==> config.mk <==
export PLATFORM = sky130hd
export DESIGN_NAME = hdlc_bit_stuff_nrzi_encoder
export DESIGN_NICKNAME = d
export VERILOG_FILES = /design/src/rtl/core/hbsn_pkg.sv /design/src/rtl/core/hbsn_front.sv /design/src/rtl/core/hbsn_queue.sv /design/src/rtl/core/hbsn_back.sv /design/src/rtl/core/hdlc_bit_stuff_nrzi_encoder.sv
export SDC_FILE = /design/constraint.sdc
export NUM_CORES = 1
export LEC_CHECK = 0
export BUFFER_PORTS_ARGS = -buffer_cell sky130_fd_sc_hd__buf_2
export CAP_MARGIN = 10
export CELL_PAD_IN_SITES_DETAIL_PLACEMENT = 2
export CELL_PAD_IN_SITES_GLOBAL_PLACEMENT = 2
export CORE_ASPECT_RATIO = 1.5
export CORE_MARGIN = 5
export CORE_UTILIZATION = 43
export CTS_CLUSTER_DIAMETER = 80
export DETAILED_ROUTE_END_ITERATION = 7
export PLACE_DENSITY_LB_ADDON = 0.1
export SLEW_MARGIN = 20
export SYNTH_ARGS = -nofsm -noshare
export SYNTH_HDL_FRONTEND = slang
export SYNTH_SLANG_ARGS = --single-unit
==> constraint.sdc <==
create_clock -name clk -period 6.9 [get_ports clk]
set_clock_uncertainty 0.2 [all_clocks]
set_input_delay 1.035 -clock clk [delete_from_list [all_inputs] [get_ports clk]]
set_output_delay 1.035 -clock clk [all_outputs]
set_load 0.03 [all_outputs]
==> src/rtl/core/hbsn_pkg.sv <==
// ----------------------------------------------------------------------------
// hbsn_pkg
// Shared types, codes and the CRC-16/X.25 byte update for the HDLC transmit
// framer (bit stuffing and NRZI line coding).
// ----------------------------------------------------------------------------
package hbsn_pkg;

  // Host command codes
  localparam logic [1:0] CMD_START = 2'd0;
  localparam logic [1:0] CMD_FLAG  = 2'd1;
  localparam logic [1:0] CMD_DATA  = 2'd2;
  localparam logic [1:0] CMD_FCS   = 2'd3;

  localparam logic [7:0]  FLAG_BYTE = 8'h7E;
  localparam logic [15:0] CRC_POLY  = 16'h8408;
  localparam logic [15:0] CRC_INIT  = 16'hFFFF;
  localparam logic [2:0]  RUN_LIMIT = 3'd5;
  localparam logic [4:0]  BITS_BYTE = 5'd8;
  localparam logic [4:0]  BITS_WORD = 5'd16;

  // Kind of work queued for the serializer
  typedef enum logic [2:0] {
    KIND_START = 3'b001,
    KIND_PLAIN = 3'b010,
    KIND_STUFF = 3'b100
  } kind_t;

  // One queued request, already classified
  typedef struct packed {
    kind_t       kind;
    logic [15:0] bits;
    logic        two_bytes;
  } entry_t;

  // Reflected CRC-16 update over one byte, LSB first
  function automatic logic [15:0] crc_byte(input logic [15:0] crc, input logic [7:0] data);
    logic [15:0] acc;
    logic        fb;
    acc = crc;
    for (int i = 0; i < 8; i++) begin
      fb  = acc[0] ^ data[i];
      acc = {1'b0, acc[15:1]};
      if (fb) begin
        acc = acc ^ CRC_POLY;
      end
    end
    return acc;
  endfunction

endpackage

==> src/rtl/core/hbsn_front.sv <==
// ----------------------------------------------------------------------------
// hbsn_front
// Classifies host requests into serializer work and keeps the running FCS.
// ----------------------------------------------------------------------------
module hbsn_front (
  input  logic                 clk,
  input  logic                 rst,
  input  logic                 in_valid,
  output logic                 in_ready,
  input  logic [1:0]           cmd,
  input  logic [7:0]           data_byte,
  output logic                 ent_valid,
  input  logic                 ent_ready,
  output hbsn_pkg::entry_t     ent
);

  logic [15:0] fcs_acc;
  logic        take;

  assign in_ready  = ent_ready;
  assign ent_valid = in_valid;
  assign take      = in_valid && ent_ready;

  // Build the queue entry for each command
  always_comb begin
    ent.kind      = hbsn_pkg::KIND_START;
    ent.bits      = 16'h0000;
    ent.two_bytes = 1'b0;
    case (cmd)
      hbsn_pkg::CMD_START: begin
        ent.kind = hbsn_pkg::KIND_START;
      end
      hbsn_pkg::CMD_FLAG: begin
        ent.kind = hbsn_pkg::KIND_PLAIN;
        ent.bits = {8'h00, hbsn_pkg::FLAG_BYTE};
      end
      hbsn_pkg::CMD_DATA: begin
        ent.kind = hbsn_pkg::KIND_STUFF;
        ent.bits = {8'h00, data_byte};
      end
      hbsn_pkg::CMD_FCS: begin
        ent.kind      = hbsn_pkg::KIND_STUFF;
        ent.bits      = ~fcs_acc;
        ent.two_bytes = 1'b1;
      end
      default: begin
        ent.kind = hbsn_pkg::KIND_START;
      end
    endcase
  end

  // Reset FCS on flags, advance it on data bytes
  always_ff @(posedge clk) begin
    if (rst) begin
      fcs_acc <= hbsn_pkg::CRC_INIT;
    end else if (take) begin
      if (cmd == hbsn_pkg::CMD_FLAG) begin
        fcs_acc <= hbsn_pkg::CRC_INIT;
      end else if (cmd == hbsn_pkg::CMD_DATA) begin
        fcs_acc <= hbsn_pkg::crc_byte(fcs_acc, data_byte);
      end
    end
  end

endmodule

==> src/rtl/core/hbsn_queue.sv <==
// ----------------------------------------------------------------------------
// hbsn_queue
// Two-entry queue between the classifier and the serializer.
// ----------------------------------------------------------------------------
module hbsn_queue (
  input  logic             clk,
  input  logic             rst,
  input  logic             wr_valid,
  output logic             wr_ready,
  input  hbsn_pkg::entry_t wr_ent,
  output logic             rd_valid,
  input  logic             rd_ready,
  output hbsn_pkg::entry_t rd_ent
);

  hbsn_pkg::entry_t slots [2];
  logic             wr_ptr;
  logic             rd_ptr;
  logic [1:0]       count;
  logic             push;
  logic             pop;

  assign wr_ready = (count != 2'd2);
  assign rd_valid = (count != 2'd0);
  assign rd_ent   = slots[rd_ptr];
  assign push     = wr_valid && wr_ready;
  assign pop      = rd_valid && rd_ready;

  // Store entries
  always_ff @(posedge clk) begin
    if (push) begin
      slots[wr_ptr] <= wr_ent;
    end
  end

  // Move pointers and fill count
  always_ff @(posedge clk) begin
    if (rst) begin
      wr_ptr <= 1'b0;
      rd_ptr <= 1'b0;
      count  <= 2'd0;
    end else begin
      if (push) begin
        wr_ptr <= ~wr_ptr;
      end
      if (pop) begin
        rd_ptr <= ~rd_ptr;
      end
      if (push && !pop) begin
        count <= count + 2'd1;
      end else if (pop && !push) begin
        count <= count - 2'd1;
      end
    end
  end

endmodule

==> src/rtl/core/hbsn_back.sv <==
// ----------------------------------------------------------------------------
// hbsn_back
// Serializer: shifts bits out LSB first, inserts stuffed zeros, applies NRZI
// and holds each line bit in an output register.
// ----------------------------------------------------------------------------
module hbsn_back (
  input  logic             clk,
  input  logic             rst,
  input  logic             q_valid,
  output logic             q_ready,
  input  hbsn_pkg::entry_t q_ent,
  output logic             m_tvalid,
  input  logic             m_tready,
  output logic             m_line,
  output logic             m_tlast
);

  logic        act;
  logic [15:0] shreg;
  logic [4:0]  bits_left;
  logic        stuff_pend;
  logic        stuffed;
  logic [2:0]  ones_run;
  logic        line_level;

  logic        act_next;
  logic [15:0] shreg_next;
  logic [4:0]  bits_left_next;
  logic        stuff_pend_next;
  logic        stuffed_next;
  logic [2:0]  ones_run_next;
  logic        line_level_next;

  logic        adv;
  logic        emit;
  logic        bit_val;
  logic        last_now;
  logic        emit_level;

  assign adv     = !m_tvalid || m_tready;
  assign emit    = act && adv;
  assign q_ready = !act || (emit && last_now);

  // Emit one bit, then load the next request when the current one ends
  always_comb begin
    act_next        = act;
    shreg_next      = shreg;
    bits_left_next  = bits_left;
    stuff_pend_next = stuff_pend;
    stuffed_next    = stuffed;
    ones_run_next   = ones_run;
    bit_val         = 1'b1;
    last_now        = 1'b0;
    if (emit) begin
      if (stuff_pend) begin
        bit_val         = 1'b0;
        stuff_pend_next = 1'b0;
        last_now        = (bits_left == 5'd0);
      end else begin
        bit_val        = shreg[0];
        shreg_next     = {1'b0, shreg[15:1]};
        bits_left_next = bits_left - 5'd1;
        if (stuffed) begin
          if (bit_val) begin
            if (ones_run == hbsn_pkg::RUN_LIMIT - 3'd1) begin
              stuff_pend_next = 1'b1;
              ones_run_next   = 3'd0;
            end else begin
              ones_run_next = ones_run + 3'd1;
            end
          end else begin
            ones_run_next = 3'd0;
          end
        end
        last_now = (bits_left == 5'd1) && !stuff_pend_next;
      end
      act_next = !last_now;
    end
    emit_level      = bit_val ? line_level : ~line_level;
    line_level_next = emit ? emit_level : line_level;

    if (q_valid && q_ready) begin
      case (q_ent.kind)
        hbsn_pkg::KIND_START: begin
          line_level_next = 1'b0;
          act_next        = 1'b0;
        end
        hbsn_pkg::KIND_PLAIN: begin
          act_next       = 1'b1;
          shreg_next     = q_ent.bits;
          bits_left_next = hbsn_pkg::BITS_BYTE;
          stuffed_next   = 1'b0;
          ones_run_next  = 3'd0;
        end
        hbsn_pkg::KIND_STUFF: begin
          act_next       = 1'b1;
          shreg_next     = q_ent.bits;
          bits_left_next = q_ent.two_bytes ? hbsn_pkg::BITS_WORD : hbsn_pkg::BITS_BYTE;
          stuffed_next   = 1'b1;
        end
        default: begin
          act_next = 1'b0;
        end
      endcase
    end
  end

  // Working registers
  always_ff @(posedge clk) begin
    if (rst) begin
      act        <= 1'b0;
      bits_left  <= 5'd0;
      stuff_pend <= 1'b0;
      stuffed    <= 1'b0;
      ones_run   <= 3'd0;
      line_level <= 1'b0;
    end else begin
      act        <= act_next;
      bits_left  <= bits_left_next;
      stuff_pend <= stuff_pend_next;
      stuffed    <= stuffed_next;
      ones_run   <= ones_run_next;
      line_level <= line_level_next;
    end
  end

  always_ff @(posedge clk) begin
    shreg <= shreg_next;
  end

  // Output register: refill whenever it is empty or taken
  always_ff @(posedge clk) begin
    if (rst) begin
      m_tvalid <= 1'b0;
    end else if (adv) begin
      m_tvalid <= emit;
    end
  end

  always_ff @(posedge clk) begin
    if (adv) begin
      m_line  <= emit_level;
      m_tlast <= last_now;
    end
  end

`ifndef NO_ASSERTIONS
  a_run_bound: assert property (@(posedge clk) disable iff (rst)
    ones_run < hbsn_pkg::RUN_LIMIT)
    else $error("ones run reached the stuffing limit without a stuffed zero");

  a_stuff_active: assert property (@(posedge clk) disable iff (rst)
    stuff_pend |-> (act && stuffed))
    else $error("stuffed zero pending outside a stuffed request");

  a_idle_empty: assert property (@(posedge clk) disable iff (rst)
    !act |-> (bits_left == 5'd0) && !stuff_pend)
    else $error("serializer idle with bits left");

  a_stuff_toggle: assert property (@(posedge clk) disable iff (rst)
    (emit && stuff_pend && bits_left != 5'd0) |=> (line_level != $past(line_level)))
    else $error("stuffed zero did not toggle the line");
`endif

endmodule

==> src/rtl/core/hdlc_bit_stuff_nrzi_encoder.sv <==
// ----------------------------------------------------------------------------
// hdlc_bit_stuff_nrzi_encoder
// AX.25 HDLC transmit framer: flags, stuffed data, CRC-16/X.25 FCS, NRZI.
// ----------------------------------------------------------------------------
// Usage:
//   Slave channel takes one host request per beat: start line, send flag,
//   send data byte or send FCS. Master channel gives one NRZI line level per
//   beat; tlast marks the final bit of each request. A start request only
//   zeroes the line level and produces no beat.
//   Path: a request passes through the queue, the serializer's working
//   registers and the output register before its first line bit appears.
//   Throughput: one line bit per cycle while tready is high; a flag is 8
//   line bits, a data byte 8 to 10, an FCS 16 to 20 with stuffed zeros, all
//   from the single bit serializer. Back-to-back requests follow without gap,
//   except after a start request, which leaves the serializer idle; a two-entry queue holds requests meanwhile.
//   Reset: line level 0, ones run 0, FCS 0xFFFF, queue and output empty.
//   Stall: when the receiver holds tready low the output bit is held and the
//   serializer waits; requests keep being taken until the queue is full.
// ----------------------------------------------------------------------------
module hdlc_bit_stuff_nrzi_encoder (
  input  logic        clk,
  input  logic        rst,
  input  logic        s_tvalid,
  output logic        s_tready,
  input  logic [15:0] s_tdata,   // [1:0] cmd, [9:2] data_byte, [15:10] zero
  output logic        m_tvalid,
  input  logic        m_tready,
  output logic [7:0]  m_tdata,   // [0] line_bit, [7:1] zero
  output logic        m_tlast
);

  logic             ent_valid;
  logic             ent_ready;
  hbsn_pkg::entry_t ent;
  logic             q_valid;
  logic             q_ready;
  hbsn_pkg::entry_t q_ent;
  logic             m_line;

  // Classify requests and track FCS
  hbsn_front u_front (
    .clk       (clk),
    .rst       (rst),
    .in_valid  (s_tvalid),
    .in_ready  (s_tready),
    .cmd       (s_tdata[1:0]),
    .data_byte (s_tdata[9:2]),
    .ent_valid (ent_valid),
    .ent_ready (ent_ready),
    .ent       (ent)
  );

  // Decouple front from serializer
  hbsn_queue u_queue (
    .clk      (clk),
    .rst      (rst),
    .wr_valid (ent_valid),
    .wr_ready (ent_ready),
    .wr_ent   (ent),
    .rd_valid (q_valid),
    .rd_ready (q_ready),
    .rd_ent   (q_ent)
  );

  // Serialize, stuff and encode
  hbsn_back u_back (
    .clk      (clk),
    .rst      (rst),
    .q_valid  (q_valid),
    .q_ready  (q_ready),
    .q_ent    (q_ent),
    .m_tvalid (m_tvalid),
    .m_tready (m_tready),
    .m_line   (m_line),
    .m_tlast  (m_tlast)
  );

  assign m_tdata = {7'b0000000, m_line};

endmodule
==> flow_metrics.env, run 1 <==
export IMPL_outcome="completed"
export IMPL_pin_count=31
export IMPL_stdcell_count=495
export IMPL_fp_dieH_um=131
export IMPL_ys_seq_elements=92
export IMPL_top_usage_layer="met2"
export IMPL_drt_iter0_markers=79
export IMPL_p_sw_uw=616
export IMPL_wl_per_cell_um=20.4
export IMPL_setup_viol=0
export IMPL_yosys_warnings=0
export IMPL_worst_hold_path_type="reg2reg"
export IMPL_port_buffers=17
export IMPL_post_cts_buffers=0
export IMPL_chipWidth_um=90.4
export IMPL_fin_crit_sh=0.471
export IMPL_maxCapViolCount=0
export IMPL_dp_cells=479
export IMPL_clock_latency_ns=0.35
export IMPL_fmaxAchievable_ghz=0.308
export IMPL_start_util=0.435
export IMPL_worstRegToRegCells=7
export IMPL_cts_tree="yes"
export IMPL_ctsResizeCount=0
export IMPL_met3_usage=0.0292
export IMPL_pwr_share_comb=0.278
export IMPL_viasPerCell=5.41
export IMPL_ant_nets=0
export IMPL_fp_dieArea_um2=11800
export IMPL_grt_use_total=0.178
export IMPL_p_clk_frac=0.314
export IMPL_coreArea_um2=9580
export IMPL_syn_inst=363
export IMPL_criticalPathCategory="in2reg"
export IMPL_slew_viol_final=0
export IMPL_cts_hold_buf=0
export IMPL_rows=44
export IMPL_cp_max_fo=18
export IMPL_ir_worst_vdd_uv=254
export IMPL_relSlewSlack=0.328
export IMPL_gp_congestion=0.750
export IMPL_min_to="u_back.ones_run[1]"
export IMPL_power_internal_mw=1.34
export IMPL_synth_top_cells_by_area="edfxtp_1 30%, dfxtp_1 24%, mux2i_1 12%"
export IMPL_pwr_share_seq=0.408
export IMPL_synth_top_area_share=0.303
export IMPL_area_growth_pct=12.1
export IMPL_synth_cell_types=38
export IMPL_arrival_ns=3.28
export IMPL_cts_buffer_depth=2
export IMPL_drt_wl_total_um=10100
export IMPL_vias=2680
export IMPL_syn_avg_cell_area_um2=11.5
export IMPL_hold_violations=0
export IMPL_fin_crit_ns=3.25
export IMPL_start_kind="input port"
export IMPL_worstPathRequired_ns=6.93
export IMPL_cts_sinks=92
export IMPL_drive_gt1_frac=0.113
export IMPL_reg2reg_setup_slack_ns=3.93
export IMPL_path_cells="buf_2, inv_1, ha_1, and3_1, nand2b_1, o22ai_1, nand2b_1"
export IMPL_antennaDiodeCount=0
export IMPL_dr_pass1_iters=4
export IMPL_netSwitchingFraction=0.316
export IMPL_power_density_nw_per_um2=418
export IMPL_overflow=0
export IMPL_path_common_cell="nand2b_1"
export IMPL_syn_area_um2=4170
export IMPL_grt_pass1_vias=3011
export IMPL_nets=405
export IMPL_grt_util_met2=0.344
export IMPL_path_buf_inv=2
export IMPL_r2r_start="u_back.ones_run[0]"
export IMPL_synth_edf_count=42
export IMPL_synthFlopType="dfxtp_1"
export IMPL_dp_hpwl_um=7210
export IMPL_clockRootBuffer="clkbuf_16"
export IMPL_crit_slowest_cell="and3_1"
export IMPL_grt_util_met1=0.190
export IMPL_fin_util=0.487
export IMPL_rsz0062_at_grt="no"
export IMPL_holdPathStages=2
export IMPL_grt_max_degree=24
export IMPL_antenna_found_initial=0
export IMPL_htreeDepth=3
export IMPL_grt_pass1_wl_um=16300
export IMPL_hold_path_startpoint="u_back.ones_run[1]"
export IMPL_drcViolationCount=0
export IMPL_cp_end_kind="flip-flop"
export IMPL_clkSlewWorstSetupHoldPaths_ns=0.07
export IMPL_reg2reg_to="u_back.shreg[14]"
export IMPL_finalSetupTns_ns=0
export IMPL_p_leak_nw=1.77
export IMPL_cts_buffers=9
export IMPL_cpPeakStageDelay_ns=0.64
export IMPL_tightestPinTransition_ns=1.01
export IMPL_crit_family="simple AND/OR/NAND/NOR gates"
export IMPL_seq_area_frac_synth=0.543
export IMPL_yosys_top_cells_count="50 x dfxtp_1, 50 x mux2i_1, 42 x edfxtp_1, 22 x a21oi_1, 22 x nand2_1"
export IMPL_async_reset_ff_frac=0
export IMPL_synth_top_area_cell="edfxtp_1"
flip-flops by register name, indices dropped and copies added (netlist names), named ones only:
register,flops
u_back.shreg,16
u_back.stuffed,1
u_queue.count,2
u_back.act,1
u_queue.wr_ptr,1
u_queue.rd_ptr,1
u_back.m_line,1
u_queue.slots,40
u_back.m_tvalid,1
u_front.fcs_acc,16
u_back.line_level,1
u_back.stuff_pend,1
u_back.m_tlast,1
u_back.bits_left,5
u_back.ones_run,3
cell families after synthesis:
kind of cell / count (synthesis) / share of synthesized area
buffers and inverters: 36 / 0.0453
muxes: 52 / 0.126
DFF: 92 / 0.543
and+or+nand+nor: 84 / 0.103
AOI/OAI and AO/OA: 53 / 0.0787
xor gates and xnor gates: 35 / 0.0736
other: 1 / 0.000900
adders and majority gates: 10 / 0.0300
power groups by stage:
stage | clock network [mW] | logic, mW | registers [mW]
after floorplan | 0 | 0.431 | 0.781
after global placement | 0 | 0.520 | 0.798
after detailed placement | 0 | 0.549 | 0.809
after CTS | 0.623 | 0.555 | 0.800
after global routing | 0.649 | 0.598 | 0.812
final | 0.613 | 0.543 | 0.796
worst reg2reg max path: stages, from the launching register on:
cell      delay (ns)
dfxtp_1         0.33
inv_1           0.08
ha_1            0.21
nand4_1         0.16
a21oi_1         0.28
o32a_1          0.51
a2111o_1        0.83
mux2i_1         0.29
per-layer routing:
metal / wire length, µm / vias to the layer above / share of wire
li1: - / 1287 / -
met4: 222 / 0 / 0.022
met1: 3970 / 1345 / 0.39
met5: 0 / - / 0
met2: 5720 / 33 / 0.56
met3: 204 / 15 / 0.020
cells in the final DEF (no fill, tap or decap), types with 3 or more instances in the layout:
| cell | synthesis | final |
|---|---|---|
| a21oi_1 | 22 | 22 |
| and3_1 | 3 | 3 |
| buf_2 | 1 | 17 |
| buf_4 | 8 | 3 |
| bufinv_16 | 0 | 4 |
| clkbuf_16 | 0 | 9 |
| conb_1 | 1 | 7 |
| dfxtp_1 | 50 | 50 |
| edfxtp_1 | 42 | 42 |
| ha_1 | 10 | 10 |
| inv_1 | 11 | 11 |
| mux2i_1 | 50 | 50 |
| nand2_1 | 22 | 22 |
| nand2b_1 | 8 | 8 |
| nor2_1 | 16 | 16 |
| nor2b_1 | 15 | 15 |
| nor3_1 | 6 | 5 |
| o21ai_0 | 7 | 7 |
| o22ai_1 | 15 | 15 |
| or3_1 | 4 | 4 |
| xnor2_1 | 17 | 17 |
| xor2_1 | 18 | 18 |
worst max path at each step:
stage	from	cells after the start	to	slack [ns]
after global routing	s_tdata[1]	7	u_front.fcs_acc[15]	3.55
after CTS	s_tdata[1]	7	u_front.fcs_acc[15]	3.65
after global placement	m_tready	6	u_back.bits_left[4]	3.43
final	s_tdata[1]	7	u_front.fcs_acc[15]	3.65
after floorplan	m_tready	7	u_queue.count[1]	4.00
after detailed placement	s_tdata[1]	7	u_front.fcs_acc[8]	3.32
layout make-up:
| class | instances | area, µm² |
|---|---|---|
| Inverter | 11 | 41.3 |
| Clock buffer | 9 | 225 |
| Clock inverter | 7 | 146 |
| Fill cell | 985 | 4910 |
| Tap cell | 115 | 144 |
| Sequential cell | 92 | 2260 |
| Timing Repair Buffer | 20 | 108 |
| Multi-Input combinational cell | 241 | 1740 |
through the flow:
step | hold WS [ns] | instance area (µm²) | worst slack, ns | total power, mW
after floorplan | 0.249 | 4190 | 4.00 | 1.21
after global placement | 0.262 | 4300 | 3.43 | 1.32
after detailed placement | 0.278 | 4300 | 3.32 | 1.36
after CTS | 0.287 | 4670 | 3.65 | 1.98
after global routing | 0.325 | 4670 | 3.55 | 2.06
final | 0.286 | 4670 | 3.65 | 1.95
Note: power is estimated with default switching activity, not from simulation.
==> inputs of run 2 (changes only) <==
ABC_AREA = 1   (was default)
CORE_UTILIZATION = 36   (was 43)
clock period = 3.2 ns   (was 6.9 ns; I/O delays follow)
==> run 2 against run 1 <==
Compared with the run above: die area is 22% higher; clock power is 63% higher; final area increased by 2.9%; count of clock-buffer cells in the layout grew 3; routed wire length is 5.1% higher; final cell count is 43% higher; critical path type is now reg2reg; largest cell class unchanged; largest power group unchanged.
==> flow_metrics.env, run 2 <==
export IMPL_drt_wl_total_um=10600
export IMPL_synth_top_cells_by_area="edfxtp_1 29%, dfxtp_1 23%, nand2_1 18%"
export IMPL_dp_hpwl_um=8150
export IMPL_relSlewSlack=0.526
export IMPL_grt_pass1_wl_um=17900
export IMPL_cts_hold_buf=0
export IMPL_hold_violations=0
export IMPL_slew_viol_final=0
export IMPL_htreeDepth=3
export IMPL_syn_avg_cell_area_um2=8.18
export IMPL_fmaxAchievable_ghz=0.420
export IMPL_p_sw_mw=1.50
export IMPL_cts_buffers=9
export IMPL_coreArea_um2=11900
export IMPL_cp_max_fo=9
export IMPL_clockRootBuffer="clkbuf_16"
export IMPL_tightestPinTransition_ns=0.706
export IMPL_ant_nets=0
export IMPL_multiInputGateArea_um2=1790
export IMPL_worst_slack_ns=0.819
export IMPL_rows=49
export IMPL_vias=3423
export IMPL_netSwitchingFraction=0.376
export IMPL_arrival_ns=2.41
export IMPL_synthFlopType="dfxtp_1"
export IMPL_power_internal_mw=2.49
export IMPL_synth_most_common_cell="nand2_1"
export IMPL_largest_reg_flops=40
export IMPL_power_density_nw_per_um2=831
export IMPL_clock_latency_ns=0.34
export IMPL_fillers=1399
export IMPL_synth_top_area_share=0.290
export IMPL_design_area_um2=4810
export IMPL_setup_viol=0
export IMPL_maxCapViolCount=0
export IMPL_worstPathRequired_ns=3.23
export IMPL_pwr_share_seq=0.412
export IMPL_dr_wl_met3_um=195
export IMPL_dp_cells=690
export IMPL_reg_top3="u_queue.slots x40, u_back.shreg x16, u_front.fcs_acc x16"
export IMPL_start_util=0.366
export IMPL_finalSetupTns_ns=0
export IMPL_fin_crit_sh=0.744
export IMPL_async_reset_ff_frac=0
export IMPL_dr_max_layer_used="met4"
export IMPL_hold_ws_ns=0.298
export IMPL_outcome="completed"
export IMPL_syn_area_um2=4350
export IMPL_routedLengthMet1_um=4180
export IMPL_dr_pass1_iters=4
export IMPL_antenna_found_initial=0
export IMPL_largest_register="u_queue.slots"
export IMPL_grt_pass1_vias=3715
export IMPL_criticalPathCategory="reg2reg"
export IMPL_fp_dieArea_um2=14400
export IMPL_rsz0062_at_grt="no"
export IMPL_ctsResizeCount=0
export IMPL_cts_buffer_depth=2
export IMPL_viasPerCell=4.85
export IMPL_start_kind="flip-flop"
export IMPL_final_common_cell="nand2_1"
export IMPL_cts_sinks=92
export IMPL_drive_gt1_frac=0.0886
export IMPL_p_clk_frac=0.251
export IMPL_ys_seq_elements=92
export IMPL_port_buffers=17
export IMPL_chipWidth_um=99.7
export IMPL_grt_max_degree=26
export IMPL_seq_area_frac_synth=0.520
export IMPL_final_cell_mix="210 x nand2_1, 50 x dfxtp_1, 42 x edfxtp_1"
export IMPL_area_growth_pct=10.5
export IMPL_pwr_share_comb=0.337
export IMPL_yosys_warnings=0
export IMPL_ir_worst_vdd_uv=308
export IMPL_drcViolationCount=0
export IMPL_wl_per_cell_um=15.1
export IMPL_worst_hold_path_type="reg2reg"
export IMPL_cts_tree="yes"
export IMPL_grt_use_total=0.159
export IMPL_fp_dieH_um=145
export IMPL_overflow=0
export IMPL_syn_inst=532
export IMPL_synth_edf_count=42
export IMPL_post_cts_buffers=0
export IMPL_drt_iter0_markers=65
export IMPL_p_leak_nw=2.19
export IMPL_place_ws_ns=0.717
export IMPL_antennaDiodeCount=0
export IMPL_clkSlewWorstSetupHoldPaths_ns=0.07
export IMPL_gp_congestion=0.782
export IMPL_fin_crit_ns=2.38
export IMPL_synth_cell_types=33
export IMPL_placed_area_um2=4530
export IMPL_cp_end_kind="flip-flop"
export IMPL_pin_count=31
export IMPL_yosys_top_cells_count="210 x nand2_1, 50 x dfxtp_1, 42 x edfxtp_1, 40 x inv_1, 35 x nor2_1"
export IMPL_register_area_um2=2260
export IMPL_wl_met2_um=6060
export IMPL_stdcell_count=706
export IMPL_nets=578
export IMPL_synth_top_area_cell="edfxtp_1"
run 2: changes by cell type in the layout (fill, tap and decap cells not counted), moves of 6 or more:
| cell | previous run | this run |
|---|---|---|
| inv_1 | 11 | 40 |
| mux2i_1 | 50 | 1 |
| nand2_1 | 22 | 210 |
| nand2_2 | 0 | 7 |
| nand2b_1 | 8 | 0 |
| nand3_1 | 1 | 13 |
| nor2_1 | 16 | 35 |
| nor2b_1 | 15 | 0 |
| o21ai_0 | 7 | 31 |
| o22ai_1 | 15 | 4 |
| xnor2_1 | 17 | 11 |
| xor2_1 | 18 | 8 |
run 2: power by group through the flow:
stage	Sequential (mW)	Combinational, mW	Clock [mW]
floorplan	1.65	1.08	0
CTS	1.65	1.39	1.04
finish	1.64	1.35	1.00
detailed placement	1.67	1.38	0
global route	1.68	1.56	1.09
global placement	1.66	1.31	0
run 2: layout make-up:
cell class,instances,share of cell area
Clock buffer,12,0.0513
Clock inverter,4,0.00677
Inverter,44,0.0349
Multi-Input combinational cell,380,0.373
Sequential cell,92,0.471
Tap cell,153,0.0398
Timing Repair Buffer,21,0.0239
run 2: per-stage QoR:
| stage | utilization | power (mW) |
|---|---|---|
| 2_1_floorplan | - | 2.72 |
| 3_3_place_gp | 0.381 | 2.97 |
| 3_5_place_dp | 0.381 | 3.05 |
| 4_1_cts | 0.404 | 4.08 |
| 5_1_grt | 0.404 | 4.33 |
| 6_report | 0.404 | 3.99 |
run 2: worst paths after layout:
check,startpoint,endpoint,slack (ns),depth (start not counted)
max reg2reg,u_back.bits_left[0],u_queue.count[1],0.82,12
min,u_back.stuffed,u_back.stuffed,0.30,2
min reg2reg,u_back.stuffed,u_back.stuffed,0.30,2
max,u_back.bits_left[0],u_queue.count[1],0.82,12
run 2: metal layers:
metal | up-vias | global-route usage
li1 | 1709 | -
met1 | 1676 | 0.163
met2 | 27 | 0.316
met3 | 11 | 0.0256
met4 | 0 | 0.0568
met5 | - | 0
run 2: logic make-up (layout without fill, tap and decap cells):
group | count (synthesis) | after routing | share of synthesized area
buffers and inverters | 66 | 81 | 0.0731
XOR/XNOR | 19 | 19 | 0.0383
flip-flops | 92 | 92 | 0.520
other | 1 | 7 | 0.000862
adder cells (fa/ha/maj) | 10 | 10 | 0.0288
AO/OA/AOI/OAI | 64 | 64 | 0.0771
AND/OR/NAND/NOR | 279 | 279 | 0.259
multiplexers | 1 | 1 | 0.00230
run 2: critical path, stage by stage, from the launching register on:
cell and delay, ns:
dfxtp_1 0.33, inv_1 0.13, ha_1 0.18, o21ai_0 0.09, nor2_1 0.12, nand3_1 0.13
nand2_2 0.22, nand2_1 0.10, ha_1 0.31, a21oi_1 0.11, o21ai_0 0.12, o21ai_0 0.18
a21oi_1 0.06
